File: config.mk
export PLATFORM = sky130hd
export DESIGN_NAME = msd_ctrl
export DESIGN_NICKNAME = d
export VERILOG_FILES = /design/src/design/msd_pkg.sv /design/src/design/msd_ctrl.sv
export SDC_FILE = /design/constraint.sdc
export NUM_CORES = 1
export LEC_CHECK = 0
export BUFFER_PORTS_ARGS = -buffer_cell sky130_fd_sc_hd__buf_4
export CORE_MARGIN = 5
export CORE_UTILIZATION = 25
export CTS_CLUSTER_SIZE = 20
export DETAILED_ROUTE_END_ITERATION = 6
export PLACE_DENSITY_LB_ADDON = 0.2
export SLEW_MARGIN = 15
export SYNTH_ARGS = -nofsm -noshare
export SYNTH_HDL_FRONTEND = slang
export SYNTH_SLANG_ARGS = --single-unit
File: constraint.sdc
create_clock -name aclk -period 1.32 [get_ports aclk]
set_input_delay 0.198 -clock aclk [delete_from_list [all_inputs] [get_ports aclk]]
set_output_delay 0.198 -clock aclk [all_outputs]
set_load 0.02 [all_outputs]
File: src/design/msd_pkg.sv
// ----------------------------------------------------------------------------
// msd_pkg: shared types and constants for the motor stall detector
// Register map, cause codes, datapath widths and the controller command set.
// ----------------------------------------------------------------------------
package msd_pkg;

    // field widths
    localparam int POS_W     = 32;
    localparam int TIME_W    = 32;
    localparam int SPEED_W   = 20;
    localparam int DEV_W     = 16;
    localparam int MINPOS_W  = 31;
    localparam int CAUSE_W   = 2;

    // configuration port
    localparam int DATA_W    = 32;
    localparam int ADDR_W    = 5;
    localparam int REG_IDX_W = 3;

    localparam logic [REG_IDX_W-1:0] REG_SPEED_THRESHOLD    = 3'd0;
    localparam logic [REG_IDX_W-1:0] REG_DEVIATION_FRACTION = 3'd1;
    localparam logic [REG_IDX_W-1:0] REG_MAX_TIME_GAP       = 3'd2;
    localparam logic [REG_IDX_W-1:0] REG_MIN_POSITION       = 3'd3;
    localparam logic [REG_IDX_W-1:0] REG_SPEED_FACTOR       = 3'd4;

    localparam logic [SPEED_W-1:0]  RST_SPEED_THRESHOLD    = 20'd0;
    localparam logic [DEV_W-1:0]    RST_DEVIATION_FRACTION = 16'd13107;
    localparam logic [TIME_W-1:0]   RST_MAX_TIME_GAP       = 32'd1000;
    localparam logic [MINPOS_W-1:0] RST_MIN_POSITION       = 31'd0;
    localparam logic [DATA_W-1:0]   RST_SPEED_FACTOR       = 32'd65536;

    // stall causes
    localparam logic [CAUSE_W-1:0] CAUSE_NONE    = 2'd0;
    localparam logic [CAUSE_W-1:0] CAUSE_NO_MOVE = 2'd1;
    localparam logic [CAUSE_W-1:0] CAUSE_SLOW    = 2'd2;

    // arithmetic
    localparam int SCALE_W      = 10;                      // holds 1000
    localparam logic [SCALE_W-1:0] MS_PER_S = 10'd1000;
    localparam int DIVIDEND_W   = POS_W + SCALE_W;         // diff * 1000
    localparam int DIV_STEPS    = DIVIDEND_W;
    localparam int DIV_CNT_W    = $clog2(DIV_STEPS);
    localparam int Q_W          = DEV_W + 1;               // 65536 - dev
    localparam logic [Q_W-1:0] ONE_Q16 = 17'd65536;
    localparam int PROD_W       = SPEED_W + DATA_W;        // motor * factor
    localparam int PART_W       = PROD_W / 2;              // split of the long product
    localparam int PART_PROD_W  = PART_W + Q_W;
    localparam int FULL_W       = PROD_W + Q_W;
    localparam int LIMIT_W      = FULL_W - 32;

    typedef struct packed {
        logic load;   // capture the sample
        logic prep;   // gap, arming, |diff|, motor * factor, 65536 - dev
        logic scale;  // diff * 1000, low partial product
        logic mhi;    // high partial product
        logic step;   // one restoring divide step
        logic fin;    // decide, update stored sample, load result
    } msd_cmd_t;

    typedef struct packed {
        logic [SPEED_W-1:0]  speed_threshold;
        logic [DEV_W-1:0]    deviation_fraction;
        logic [TIME_W-1:0]   max_time_gap;
        logic [MINPOS_W-1:0] min_position;
        logic [DATA_W-1:0]   speed_factor;
    } msd_cfg_t;

endpackage

File: src/design/msd_ctrl.sv
// ----------------------------------------------------------------------------
// msd_ctrl: sequencer of the stall detector
// Handshakes both channels and steps the datapath through one sample.
// ----------------------------------------------------------------------------
module msd_ctrl (
    input  logic              aclk,
    input  logic              aresetn,
    input  logic              s_valid,
    output logic              s_ready,
    output logic              m_valid,
    input  logic              m_ready,
    output msd_pkg::msd_cmd_t cmd
);

    localparam logic [2:0] ST_IDLE  = 3'd0;
    localparam logic [2:0] ST_PREP  = 3'd1;
    localparam logic [2:0] ST_SCALE = 3'd2;
    localparam logic [2:0] ST_DIV   = 3'd3;
    localparam logic [2:0] ST_FIN   = 3'd4;

    localparam logic [msd_pkg::DIV_CNT_W-1:0] LAST_STEP =
        msd_pkg::DIV_CNT_W'(msd_pkg::DIV_STEPS - 1);

    logic [2:0]                    state_reg, state_next;
    logic [msd_pkg::DIV_CNT_W-1:0] cnt_reg, cnt_next;
    logic                          m_valid_reg, m_valid_next;

    always_comb begin
        state_next = state_reg;
        cnt_next   = cnt_reg;
        cmd        = '0;
        s_ready    = 1'b0;
        unique case (state_reg)
            ST_IDLE: begin
                s_ready = 1'b1;
                if (s_valid) begin
                    cmd.load   = 1'b1;
                    state_next = ST_PREP;
                end
            end
            ST_PREP: begin
                cmd.prep   = 1'b1;
                state_next = ST_SCALE;
            end
            ST_SCALE: begin
                cmd.scale  = 1'b1;
                cnt_next   = '0;
                state_next = ST_DIV;
            end
            ST_DIV: begin
                cmd.step = 1'b1;
                cmd.mhi  = (cnt_reg == '0);
                cnt_next = cnt_reg + 1'b1;
                if (cnt_reg == LAST_STEP) begin
                    state_next = ST_FIN;
                end
            end
            ST_FIN: begin
                if (!m_valid_reg || m_ready) begin
                    cmd.fin    = 1'b1;
                    state_next = ST_IDLE;
                end
            end
            default: begin
                state_next = ST_IDLE;
            end
        endcase
    end

    always_comb begin
        m_valid_next = m_valid_reg;
        if (cmd.fin) begin
            m_valid_next = 1'b1;
        end else if (m_ready) begin
            m_valid_next = 1'b0;
        end
    end

    assign m_valid = m_valid_reg;

    always_ff @(posedge aclk) begin
        if (!aresetn) begin
            state_reg   <= ST_IDLE;
            cnt_reg     <= '0;
            m_valid_reg <= 1'b0;
        end else begin
            state_reg   <= state_next;
            cnt_reg     <= cnt_next;
            m_valid_reg <= m_valid_next;
        end
    end

endmodule

# Word-level counts from Yosys, hierarchy flattened
# Cells that the tools add are included.
# word_totals
ramBits	0
in_bits	4
ff_bits	10
romBits	0
out_inout_bits	8
n_memories	0
latchBits	0
word_cells	34
# classes
multipliers	0
reduce_logical	7
add_sub_neg	1
n_bitwise	0
n_mux	15
eq_ne	8
n_lt_le_gt_ge	0
shifts	0
div	0
# op_table
op	count
case mux 3 bit (5 select lines)	1
case mux 6 bit (2 select lines)	1
2-to-1 mux 1 bit	9
2-to-1 mux 3 bit	3
adder 6 x 1 -> 6 bit (second input constant)	1
equality test 3 x 2 -> 1 bit (second input constant)	2
equality test 6 bit (second input constant)	1
zero test 6 bit	1
!= test 2 bit (second input constant)	3
nonzero test 2 bit	2
equality test 3 x 1 -> 1 bit (second input constant)	1
equality test 3 bit (second input constant)	1
zero test 3 bit	1
AND reduction 3 bit	1
2-to-1 mux 2 bit	1
zero test 1 bit	1
logical OR 1 bit	1

# Depth between registers and ports, before layout
# depth
word_depth	5
mapped_depth	5
depth_no_buf	4

# Worst setup path before layout
# OpenSTA, ideal clock, no wires.
# synth_timing
kind	reg-to-output
from	register state_reg[2]
to	output cmd[5] in the netlist's numbering
stages_incl_launch_ff	4
t_arrival_ns	1.346
slack_ns	-0.224
required_time_ns	1.122
path_buffers	1
cell_sequence	dfxtp_1 clkbuf_1 nor3_1 and2_1
# synth_rtl
element	line	rtl
start, declared	msd_ctrl.sv:24	logic [2:0] state_reg, state_next;
start signal, assigned	msd_ctrl.sv:87	state_reg <= state_next;
end, declared	msd_ctrl.sv:12	output msd_pkg::msd_cmd_t cmd

==> summary.md <==
| Metric | Value |
|---|---|
| Outcome | `finished, violations left` |
| Failing checks | `negative setup slack` |
| Sequential cell area | `216 sq um` |
| Largest net degree at the start of global routing | `9` |
| Area Growth Syn to Fin | `54.5%` |
| Post-CTS Hold Buffers | `0` |
| CP endpoint kind | `primary output` |
| Syn nets | `74` |
| Vias in the first global route | `561` |
| Max reg flops | `6` |
| Drt pass-1 iters | `3` |
| Cell variety after synth | `33` |
| Die X-Extent | `57.9 um` |
| CP Launch Point | `state_reg[1]` |
| Synthesis-stage register bit count | `10` |
| H-tree levels | `1` |
| Initial antenna violation count | `0` |
| Peak Freq | `710 MHz` |
| Clock latency on the worst-skew pair | `0.26 ns` |
| Placer Congestion | `0.739` |
| Core box area | `2210 sq um` |
| Die H | `57.9 um` |
| CP Max Fanout | `8` |
| Mean number of vias per cell | `4.66` |
| Commonest non-fill, non-tap cell in the layout | `buf_4` |
| Hold_ws | `0.205 ns` |
| Footprint of the multi-input gates | `350 sq um` |
| Hold Violations, Final | `0` |
| Commonest non-fill, non-tap cells in the layout | `buf_4 (20), buf_6 (9), nand2_1 (6)` |
| Detail Placement HPWL | `1.00 mm` |
| CTS buffer count | `3` |
| Setup-failing EPs final | `5` |
| Row cnt | `17` |
| DR WL/cell | `12.3 um` |
| Crit path to | `cmd[5]` |
| Clock edge transition at the registers on the reported setup and hold paths | `0.07 ns` |
| Unrepaired setup endpoints after global routing | `true` |
| Antenna diodes | `0` |
| Final worst slack | `-0.0878 ns` |
| Leakage power total | `0.367 nW` |
| Clock Skew | `0.00390 ns` |
| Gate Count Post-Synth | `67` |
| DRC viols | `0` |
| Power Dens Cells | `828 nW/um^2` |
| Layout net count | `103` |
| Setup TNS | `-0.278 ns` |
| Reg2Reg Setup Slack | `0.05 ns` |
| Root Driver | `clkbuf_4` |
| Max Buffers Root-to-Sink | `2` |
| FILL cells | `233` |
| Antenna viol nets, final | `0` |
| First-pass GRT wire length | `2.45 mm` |
| Gr ovfl total | `0` |
| Max_cap viols | `0` |
| CTS tree | `done` |
| Critical path class | `register to primary output` |
| Final WL | `1.50 mm` |
| Mapped Area | `574 sq um` |
| R2R cell count | `4` |
| Peak supply drop | `0.462 mV` |
| Period minus WS final | `1.41 ns` |
| CTS sink cnt | `10` |
| Critical Path AT | `1.21 ns` |
| Critical Path RT | `1.12 ns` |
| Period utilization | `107%` |
| Syn_area_per_cell | `8.57 sq um` |
| GRT Total Usage | `9.89%` |
| Vias | `569` |
| Rel. slew slack | `87.0%` |
| Synth warn | `0` |
| Starting Density | `26.0%` |
| FF-to-FF Start | `state_reg[1]` |
| DRT iter0 DRCs | `8` |
| Final Max Slew Viols | `0` |
| IO Count | `12` |
| Slew @ Worst Pin | `0.193 ns` |
| Die Area | `3360 sq um` |
| Seq/Total Area, Yosys | `34.9%` |
| Proportion of layout cells with a drive suffix above 1 | `51.1%` |
| IO buf count | `11` |
| Startpoint Class | `register` |
| R2r endpoint | `cnt_reg[5]` |
| Hold crit path type | `input port to register` |
-- cells in the mapped netlist --
cell type | count | share of area (%)
nand3_1 | 1 | 0.87
or3_2 | 2 | 2.6
o21ai_0 | 3 | 2.6
nor2_1 | 4 | 2.6
nor3_1 | 1 | 0.87
nand2_1 | 6 | 3.9
nand2b_4 | 1 | 2.4
nand3b_1 | 2 | 2.6
dfxtp_1 | 10 | 35
buf_6 | 1 | 2.0
o31ai_1 | 1 | 1.3
nor4_1 | 1 | 1.1
nand2b_1 | 1 | 1.1
nand4b_1 | 1 | 1.5
a21oi_1 | 4 | 3.5
and2_1 | 1 | 1.1
xor2_1 | 1 | 1.5
nor3b_1 | 2 | 2.6
a211oi_1 | 1 | 1.3
and3_1 | 2 | 2.2
a21boi_0 | 2 | 2.6
and4bb_2 | 1 | 2.2
ha_1 | 3 | 6.5
buf_4 | 2 | 2.6
inv_1 | 3 | 2.0
or3_1 | 1 | 1.1
a31oi_1 | 2 | 2.2
and3b_2 | 1 | 1.7
buf_2 | 1 | 0.87
clkbuf_1 | 1 | 0.65
o32ai_1 | 1 | 1.5
nor2b_1 | 2 | 2.2
or4_1 | 1 | 1.3
-- worst min path at each step --
| stage | from | to | slack [ns] | cells after the start |
|---|---|---|---|---|
| 2_1_floorplan | aresetn | m_valid | 0.33 | 1 |
| 3_3_place_gp | cnt_reg[5] | cnt_reg[5] | 0.49 | 2 |
| 3_5_place_dp | aresetn | m_valid | 0.48 | 2 |
| 4_1_cts | s_valid | state_reg[0] | 0.21 | 3 |
| 5_1_grt | aresetn | cnt_reg[0] | 0.21 | 2 |
| 6_report | s_valid | state_reg[0] | 0.21 | 3 |
-- kinds of logic (layout without fill, tap and decap cells) --
logic type / after synthesis / count (layout) / synth area share, %
and+or+nand+nor: 31 / 31 / 34.0
AOI/OAI and AO/OA: 14 / 14 / 15.0
DFF: 10 / 10 / 34.9
buffers and inverters: 8 / 35 / 8.06
adders and majority gates: 3 / 3 / 6.54
xor gates and xnor gates: 1 / 1 / 1.53
-- timing repair --
action / CTS / global route
pin swaps: 5 / 4
setup buffers: 5 / 5
hold endpoints to repair: 0 / 0
resized for setup: 17 / 6
endpoints found under the setup margin: 7 / 10
-- where the power goes --
part | internal (mW) | switching (mW)
Clock | 0.105 | 0.108
Combinational | 0.111 | 0.0888
Sequential | 0.309 | 0.0130
-- critical path: stages, from the launching register on --
cell and delay (ns):
dfxtp_4 0.37, buf_6 0.12, nor3_4 0.18, and2_4 0.17, buf_6 0.11
-- metal layers --
layer | wire, um | GRT usage, % | up-vias
met5 | 0 | 0 | -
met4 | 13 | 4.97 | 0
met3 | 41 | 4.01 | 2
met2 | 735 | 14.7 | 10
met1 | 707 | 12.3 | 267
li1 | - | - | 290
-- per-stage QoR --
| stage | setup WS [ns] | total power, mW | cell area [sq um] | utilization (%) | instances |
|---|---|---|---|---|---|
| 2_1_floorplan | 0.0368 | 0.414 | 586 | - | 67 |
| 3_3_place_gp | 0.0612 | 0.482 | 736 | 33.3 | 110 |
| 3_5_place_dp | 0.0484 | 0.481 | 736 | 33.3 | 110 |
| 4_1_cts | -0.0671 | 0.719 | 831 | 37.6 | 117 |
| 5_1_grt | -0.145 | 0.785 | 887 | 40.1 | 122 |
| 6_report | -0.0878 | 0.735 | 887 | 40.1 | 122 |
-- cell type report --
type / instances / area share (%)
sequential: 10 / 24.4
tap: 28 / 3.95
clock buffer: 3 / 2.54
timing repair buffer: 29 / 28.3
multi-input combinational: 49 / 39.5
inverter: 3 / 1.27
No activity file was read; power rests on OpenSTA's default activity.
