--- src/design/msd_pkg.sv ---
// ----------------------------------------------------------------------------
// msd_pkg: shared types and constants for the motor stall detector
// Register map, cause codes, datapath widths and the controller command set.
// ----------------------------------------------------------------------------
package msd_pkg;

    // field widths
    localparam int POS_W     = 32;
    localparam int TIME_W    = 32;
    localparam int SPEED_W   = 20;
    localparam int DEV_W     = 16;
    localparam int MINPOS_W  = 31;
    localparam int CAUSE_W   = 2;

    // configuration port
    localparam int DATA_W    = 32;
    localparam int ADDR_W    = 5;
    localparam int REG_IDX_W = 3;

    localparam logic [REG_IDX_W-1:0] REG_SPEED_THRESHOLD    = 3'd0;
    localparam logic [REG_IDX_W-1:0] REG_DEVIATION_FRACTION = 3'd1;
    localparam logic [REG_IDX_W-1:0] REG_MAX_TIME_GAP       = 3'd2;
    localparam logic [REG_IDX_W-1:0] REG_MIN_POSITION       = 3'd3;
    localparam logic [REG_IDX_W-1:0] REG_SPEED_FACTOR       = 3'd4;

    localparam logic [SPEED_W-1:0]  RST_SPEED_THRESHOLD    = 20'd0;
    localparam logic [DEV_W-1:0]    RST_DEVIATION_FRACTION = 16'd13107;
    localparam logic [TIME_W-1:0]   RST_MAX_TIME_GAP       = 32'd1000;
    localparam logic [MINPOS_W-1:0] RST_MIN_POSITION       = 31'd0;
    localparam logic [DATA_W-1:0]   RST_SPEED_FACTOR       = 32'd65536;

    // stall causes
    localparam logic [CAUSE_W-1:0] CAUSE_NONE    = 2'd0;
    localparam logic [CAUSE_W-1:0] CAUSE_NO_MOVE = 2'd1;
    localparam logic [CAUSE_W-1:0] CAUSE_SLOW    = 2'd2;

    // arithmetic
    localparam int SCALE_W      = 10;                      // holds 1000
    localparam logic [SCALE_W-1:0] MS_PER_S = 10'd1000;
    localparam int DIVIDEND_W   = POS_W + SCALE_W;         // diff * 1000
    localparam int DIV_STEPS    = DIVIDEND_W;
    localparam int DIV_CNT_W    = $clog2(DIV_STEPS);
    localparam int Q_W          = DEV_W + 1;               // 65536 - dev
    localparam logic [Q_W-1:0] ONE_Q16 = 17'd65536;
    localparam int PROD_W       = SPEED_W + DATA_W;        // motor * factor
    localparam int PART_W       = PROD_W / 2;              // split of the long product
    localparam int PART_PROD_W  = PART_W + Q_W;
    localparam int FULL_W       = PROD_W + Q_W;
    localparam int LIMIT_W      = FULL_W - 32;

    typedef struct packed {
        logic load;   // capture the sample
        logic prep;   // gap, arming, |diff|, motor * factor, 65536 - dev
        logic scale;  // diff * 1000, low partial product
        logic mhi;    // high partial product
        logic step;   // one restoring divide step
        logic fin;    // decide, update stored sample, load result
    } msd_cmd_t;

    typedef struct packed {
        logic [SPEED_W-1:0]  speed_threshold;
        logic [DEV_W-1:0]    deviation_fraction;
        logic [TIME_W-1:0]   max_time_gap;
        logic [MINPOS_W-1:0] min_position;
        logic [DATA_W-1:0]   speed_factor;
    } msd_cfg_t;

endpackage

--- src/design/msd_dp.sv ---
// ----------------------------------------------------------------------------
// msd_dp: datapath of the stall detector
// Stored sample, arming checks, serial divider for encoder speed, split
// multiply for the lower speed limit, and the result register.
// ----------------------------------------------------------------------------
module msd_dp (
    input  logic                          aclk,
    input  logic                          aresetn,
    input  msd_pkg::msd_cmd_t             cmd,
    input  msd_pkg::msd_cfg_t             cfg,
    input  logic [msd_pkg::POS_W-1:0]     s_position,
    input  logic [msd_pkg::TIME_W-1:0]    s_time_ms,
    input  logic [msd_pkg::SPEED_W-1:0]   s_motor_speed,
    output logic                          m_stalled,
    output logic [msd_pkg::CAUSE_W-1:0]   m_stall_cause
);

    localparam int POS_W  = msd_pkg::POS_W;
    localparam int TIME_W = msd_pkg::TIME_W;
    localparam int DVD_W  = msd_pkg::DIVIDEND_W;
    localparam int PART_W = msd_pkg::PART_W;
    localparam int PP_W   = msd_pkg::PART_PROD_W;
    localparam int FULL_W = msd_pkg::FULL_W;
    localparam int LIM_W  = msd_pkg::LIMIT_W;

    // captured sample
    logic [POS_W-1:0]            pos_reg;
    logic [TIME_W-1:0]           now_reg;
    logic [msd_pkg::SPEED_W-1:0] motor_reg;

    // stored sample
    logic [POS_W-1:0]  prev_pos_reg;
    logic [TIME_W-1:0] prev_time_reg;

    // intermediates
    logic [TIME_W-1:0]            gap_reg;
    logic                         armed_reg;
    logic [POS_W-1:0]             diff_reg;
    logic [msd_pkg::PROD_W-1:0]   p_reg;
    logic [msd_pkg::Q_W-1:0]      q_reg;
    logic [DVD_W-1:0]             qn_reg;
    logic [TIME_W-1:0]            rem_reg;
    logic [PP_W-1:0]              prod_lo_reg, prod_hi_reg;

    logic                         stalled_reg;
    logic [msd_pkg::CAUSE_W-1:0]  cause_reg;

    // prep stage
    logic [TIME_W-1:0] gap;
    logic              pos_gt_min;
    logic              armed;
    logic [POS_W:0]    d, d_abs;

    assign gap        = now_reg - prev_time_reg;
    assign pos_gt_min = !pos_reg[POS_W-1] &&
                        (pos_reg[POS_W-2:0] > cfg.min_position);
    assign armed      = (gap != '0) && (gap < cfg.max_time_gap) && pos_gt_min;
    assign d          = {pos_reg[POS_W-1], pos_reg} - {prev_pos_reg[POS_W-1], prev_pos_reg};
    assign d_abs      = d[POS_W] ? ((POS_W+1)'(0) - d) : d;

    // restoring divide step: remainder stays below the gap when the gap is nonzero
    logic [TIME_W:0] trial;
    logic            ge;

    assign trial = {rem_reg, qn_reg[DVD_W-1]};
    assign ge    = (trial >= {1'b0, gap_reg});

    // decision
    logic [FULL_W-1:0]           full;
    logic [LIM_W-1:0]            limit;
    logic [TIME_W-1:0]           enc_sat;
    logic [TIME_W-1:0]           thr;
    logic                        slow;
    logic [msd_pkg::CAUSE_W-1:0] cause;

    assign full    = (FULL_W'(prod_hi_reg) << PART_W) + FULL_W'(prod_lo_reg);
    assign limit   = full[FULL_W-1 -: LIM_W];
    assign enc_sat = (qn_reg[DVD_W-1:TIME_W] != '0) ? '1 : qn_reg[TIME_W-1:0];
    assign thr     = TIME_W'(cfg.speed_threshold);
    assign slow    = (enc_sat > thr) && (motor_reg > cfg.speed_threshold) &&
                     (LIM_W'(enc_sat) < limit);

    always_comb begin
        priority if (!armed_reg) begin
            cause = msd_pkg::CAUSE_NONE;
        end else if (diff_reg == '0) begin
            cause = msd_pkg::CAUSE_NO_MOVE;
        end else if (slow) begin
            cause = msd_pkg::CAUSE_SLOW;
        end else begin
            cause = msd_pkg::CAUSE_NONE;
        end
    end

    // payload registers
    always_ff @(posedge aclk) begin
        if (cmd.load) begin
            pos_reg   <= s_position;
            now_reg   <= s_time_ms;
            motor_reg <= s_motor_speed;
        end
        if (cmd.prep) begin
            gap_reg   <= gap;
            armed_reg <= armed;
            diff_reg  <= d_abs[POS_W-1:0];
            p_reg     <= msd_pkg::PROD_W'(motor_reg) * msd_pkg::PROD_W'(cfg.speed_factor);
            q_reg     <= msd_pkg::ONE_Q16 - msd_pkg::Q_W'(cfg.deviation_fraction);
        end
        if (cmd.scale) begin
            qn_reg      <= DVD_W'(diff_reg) * DVD_W'(msd_pkg::MS_PER_S);
            rem_reg     <= '0;
            prod_lo_reg <= PP_W'(p_reg[PART_W-1:0]) * PP_W'(q_reg);
        end
        if (cmd.mhi) begin
            prod_hi_reg <= PP_W'(p_reg[msd_pkg::PROD_W-1:PART_W]) * PP_W'(q_reg);
        end
        if (cmd.step) begin
            rem_reg <= ge ? trial[TIME_W-1:0] - gap_reg : trial[TIME_W-1:0];
            qn_reg  <= {qn_reg[DVD_W-2:0], ge};
        end
        if (cmd.fin) begin
            stalled_reg <= (cause != msd_pkg::CAUSE_NONE);
            cause_reg   <= cause;
        end
    end

    // stored sample, kept on a stall
    always_ff @(posedge aclk) begin
        if (!aresetn) begin
            prev_pos_reg  <= '0;
            prev_time_reg <= '0;
        end else if (cmd.fin && (cause == msd_pkg::CAUSE_NONE)) begin
            prev_pos_reg  <= pos_reg;
            prev_time_reg <= now_reg;
        end
    end

    assign m_stalled     = stalled_reg;
    assign m_stall_cause = cause_reg;

endmodule

--- config.mk ---
export PLATFORM = sky130hd
export DESIGN_NAME = msd_dp
export DESIGN_NICKNAME = d
export VERILOG_FILES = /design/src/design/msd_pkg.sv /design/src/design/msd_dp.sv
export SDC_FILE = /design/constraint.sdc
export NUM_CORES = 2
export LEC_CHECK = 0
export BUFFER_PORTS_ARGS = -buffer_cell sky130_fd_sc_hd__buf_2
export CAP_MARGIN = 10
export CORE_MARGIN = 2
export CORE_UTILIZATION = 35
export CTS_BUF_LIST = sky130_fd_sc_hd__clkbuf_16
export DETAILED_ROUTE_END_ITERATION = 16
export GPL_TIMING_DRIVEN = 1
export PLACE_DENSITY = 0.54
export SLEW_MARGIN = 20
export SYNTH_ARGS = -nofsm -noshare
export SYNTH_HDL_FRONTEND = slang
export SYNTH_SLANG_ARGS = --single-unit
--- constraint.sdc ---
create_clock -name aclk -period 9.15 [get_ports aclk]
set_clock_uncertainty 0.2 [all_clocks]
set_input_delay 2.2875 -clock aclk [delete_from_list [all_inputs] [get_ports aclk]]
set_output_delay 2.2875 -clock aclk [all_outputs]
set_load 0.005 [all_outputs]
### Yosys cells after proc, flatten, opt, wreduce, memory -nomap -nowiden

Index checks and enable logic that the tools add are counted.

* bits of input ports: 223
* register bits after elaboration: 445
* word-level logic and storage cells: 55
* output and inout port bits: 3

* reductions and logical operators: 13
* order comparisons: 6
* add/sub/neg operators: 6
* $mul: 4
* multiplexer cells: 10

Operators with widths (number)
* $mux 32: 5
* $mul 26x17->43: 2
* $mux 42: 2
* $add 69x43->69: 1
* $sub 32x32->32: 2
* $mul 20x32->52: 1
* $mul 32x7->39 const B: 1
* $lt 32x37->1: 1
* $ge 33x32->1: 1
* $sub 32x32->33: 1
* $gt 32x20->1: 1
* $logic_not 32->1: 1
* $lt 32x32->1: 1
* $reduce_bool 32->1: 1
* $sub 1x32->32 const A: 1
* $gt 31x31->1: 1
* $gt 20x20->1: 1
* $sub 17x16->17 const A: 1
* $reduce_bool 10->1: 1
* $logic_and 1x1->1: 6
* $mux 2: 3
* $reduce_bool 2->1: 2
* $logic_not 2->1: 1
* $logic_not 1->1: 1

### Logic depth before layout (Yosys ltp)

* word-level depth: 10
* gate-level depth with buffers: 29
* mapped depth without buffers: 28

### Least setup slack after synthesis

Ideal clock, no wire load.

* path kind: input to register
* start point: input port cfg[19] (netlist name)
* end point: register p_reg[51] (netlist name), data pin
* setup time: 265 ps
* data required time: 8685 ps
* stages on the path: 25
* slack: -466 ps
* arrival time: 9152 ps
* cell sequence: clkbuf_1 nand2_1 fa_1 fa_1 fa_1 inv_1 fa_1 fa_1 fa_1 inv_1 fa_1 inv_1 ha_1 a21o_1 a21o_1 a21o_1 a21o_1 a221oi_1 o21ai_1 a31oi_1 o21ai_1 a2111oi_0 o31ai_1 a311oi_1 xnor2_1

* word-level cells in the longest chain between the ends: 1

RTL lines
* from (decl): line msd_dp.sv:10 `input msd_pkg::msd_cfg_t cfg,`
* $mul 20x32->52: line msd_dp.sv:106 `p_reg <= msd_pkg::PROD_W'(motor_reg) * msd_pkg::PROD_W'(cfg.speed_factor);`
* to (signal assigned): line msd_dp.sv:106
* to (decl): line msd_dp.sv:39 `logic [msd_pkg::PROD_W-1:0] p_reg;`

No other way between the ends.
A chain may end at the register's enable or synchronous reset.

### Final worst setup path

* start point: input port cfg[13] (netlist name)
* end point: register p_reg[51] (netlist name), data pin

The elaborated chain is that of the path after synthesis.

==> run metrics <==
Starting Density 35.24%; setup TNS 0 ns; worst flop-to-flop path startpoint q_reg[2]; wire length on met3 9127 um; Min Hold Slack 0.2558 ns; most common cell after layout, fill and taps aside inv_1; port bufs 225; Die H 471.8 um; CP required 9.39 ns; via count of the first global-routing pass 59560; Detailed Place HPWL 169800 um; clock sink total 419; Post-Synth XOR/XNOR Area 3.190%; Final Max Slew Viols 0; critical path startpoint category input port; Hold Path Depth 2; Post-Syn Area 76610 sq um; CTS max path bufs 3; Crit Path Category input port to flop; Finish-stage setup viols 0; synth warn 0; largest family of logic cells by synthesized area adder cells; fraction of layout instances using a drive strength above 1 7.807%; f_max 113.0 MHz; Via density 4.890; r2r worst-path depth 26; internal reg-to-reg setup slack 0.59 ns; Hold Path Class flop to flop; row count 171; net count reported at finish 10710; antenna-violating nets left 0; Yosys cell types 74; MaxCap Viol Count 0; max_slew headroom 27.36%; register area share after synthesis 15.59%; CP endpoint kind flop; reg2reg end prod_lo_reg[40]; post-synthesis mux area share 1.227%; global-route wire length before repair 331400 um; Final period util 96.76%; cell taking the most area after synthesis fa_1; CTS tree built; max reg flops 52; drt wl/cell 18.23 um; Die ar. 222600 sq um; initial antenna violation count 14; Top Layer Used met5; hold-critical path endpoint prev_pos_reg[3]; status completed; worst-skew pair later-pin latency 0.69 ns; post-synthesis to final-layout area growth 9.612%; syn_area_per_cell 9.354 sq um; CP max-delay cell fa_1; top_reg_cell synth edfxtp_1; Mapped Cells 8190; Clock transition at path regs 0.06 ns; HP Start prev_pos_reg[3]; min cycle time layout 8.853 ns; commonest cells after routing, fill and taps aside inv_1, fa_1, nand2_1; Detail Route met2 WL 96860 um; Clock H-tree levels 2; GRT overflow 0; Buf/Inv on CP 4; worst stage delay on the critical path 0.56 ns; crit-path max FO 12; Core Region 217400 sq um; post-synthesis compound-gate area fraction 6.935%; post-synth top area share 35.88%; largest net degree at the start of global routing 81; DR vias 55120; syn_nets 10530; gr usage total 18.78%; num ports 226; cell mode on critical path fa_1; simple-gate share of the synthesized area 14.97%; fraction of registers with async set/reset 0%; First-pass DRT Iterations 5; Post-synth EDFFs 355; CP Data Arrival Time 9.09 ns; Worst Tran Pin Value 1.090 ns; adder-cell area share of the yosys netlist 47.98%; cts bufs inserted 53; Post-route DRC 0; final wirelength 205500 um; Yosys reg bits 419; CP top delay family adder cells; Iter 0 DRT Violations 2757; Root Buffer clkbuf_16; top cells by area, synth fa_1, edfxtp_1, ha_1; Placer Congestion 0.8690; met1 wire length 93810 um; Die X 471.8 um; Hold Vio Cnt, Final 0
worst max path at each step:
stage          startpoint   endpoint  slack (ns)  cells after the start
2_1_floorplan     cfg[16]  p_reg[51]       0.002                     26
3_3_place_gp       cfg[7]  p_reg[51]       -0.44                     27
3_5_place_dp       cfg[8]  p_reg[48]       -0.44                     25
4_1_cts            cfg[8]  p_reg[48]        0.30                     25
5_1_grt           cfg[10]  p_reg[51]       -0.02                     26
6_report          cfg[13]  p_reg[51]        0.30                     25
layout make-up:
type,instances,area [sq um]
fillers,21920,133400
multi-input cells,5710,57030
flip-flops and latches,419,11940
inverters,1700,6381
well taps,2854,3571
repair buffers,488,3244
clock buffers,54,1351
clock inverters,44,449.2
diodes,3,7.507
synth_stat cells (all sizes together), types with 20 or more instances:
library cell	n
o21a	44
ha	741
a21oi	239
nor2b	70
nand4	48
a31oi	23
or2	47
o21bai	30
o21ai	161
and2	569
dfxtp	64
clkbuf	347
xor2	103
nand2	1268
nor3	49
nor2	140
nand2b	52
a21o	149
nand3	58
edfxtp	355
inv	1700
xnor2	176
and3	31
fa	1373
mux2i	86
a211oi	30
nor4	20
worst register-to-register path, delay by kind of cell, from the launching register on:
family | cells | cell delay (ns)
fa+ha+maj | 7 | 3.45
flops | 1 | 0.93
buf+inv | 8 | 0.81
xor+xnor | 1 | 0.48
simple gates | 4 | 0.89
compound gates | 6 | 1.55
timing repair:
item | 4_1_cts | 5_1_grt
buffers inserted | 0 | 0
gates resized for setup | 0 | 11
setup endpoints to repair | 0 | 11
endpoints found under the hold margin | 0 | 0
hold buffers | 0 | 0
per-layer routing:
metal / vias up / track usage [%]
li1: 25670 / -
met1: 28090 / 25.76
met2: 1099 / 31.58
met3: 255 / 2.001
met4: 8 / 4.832
met5: - / 0
logic make-up (layout without fill, tap and decap cells):
group                      after synthesis  after routing
xor gates and xnor gates               279            279
adders and majority gates             2114           2114
buffers and inverters                 2061           2286
DFF                                    419            419
other                                    0              3
and+or+nand+nor                       2404           2404
AOI/OAI and AO/OA                      820            820
muxes                                   93             93
through the flow:
stage               setup WS [ns]  util (%)  instances  instance area (sq um)
floorplan                0.001715         -       8190                  76650
global placement          -0.4381     37.76      11170                  82090
detailed placement        -0.4387     37.76      11170                  82090
CTS                        0.3000     38.59      11270                  83890
global route             -0.01759     38.63      11270                  83960
finish                     0.2966     38.63      11270                  83970
Power is not shown: default switching activity piles up to over one toggle a cycle in this logic, so the estimate is an artifact.
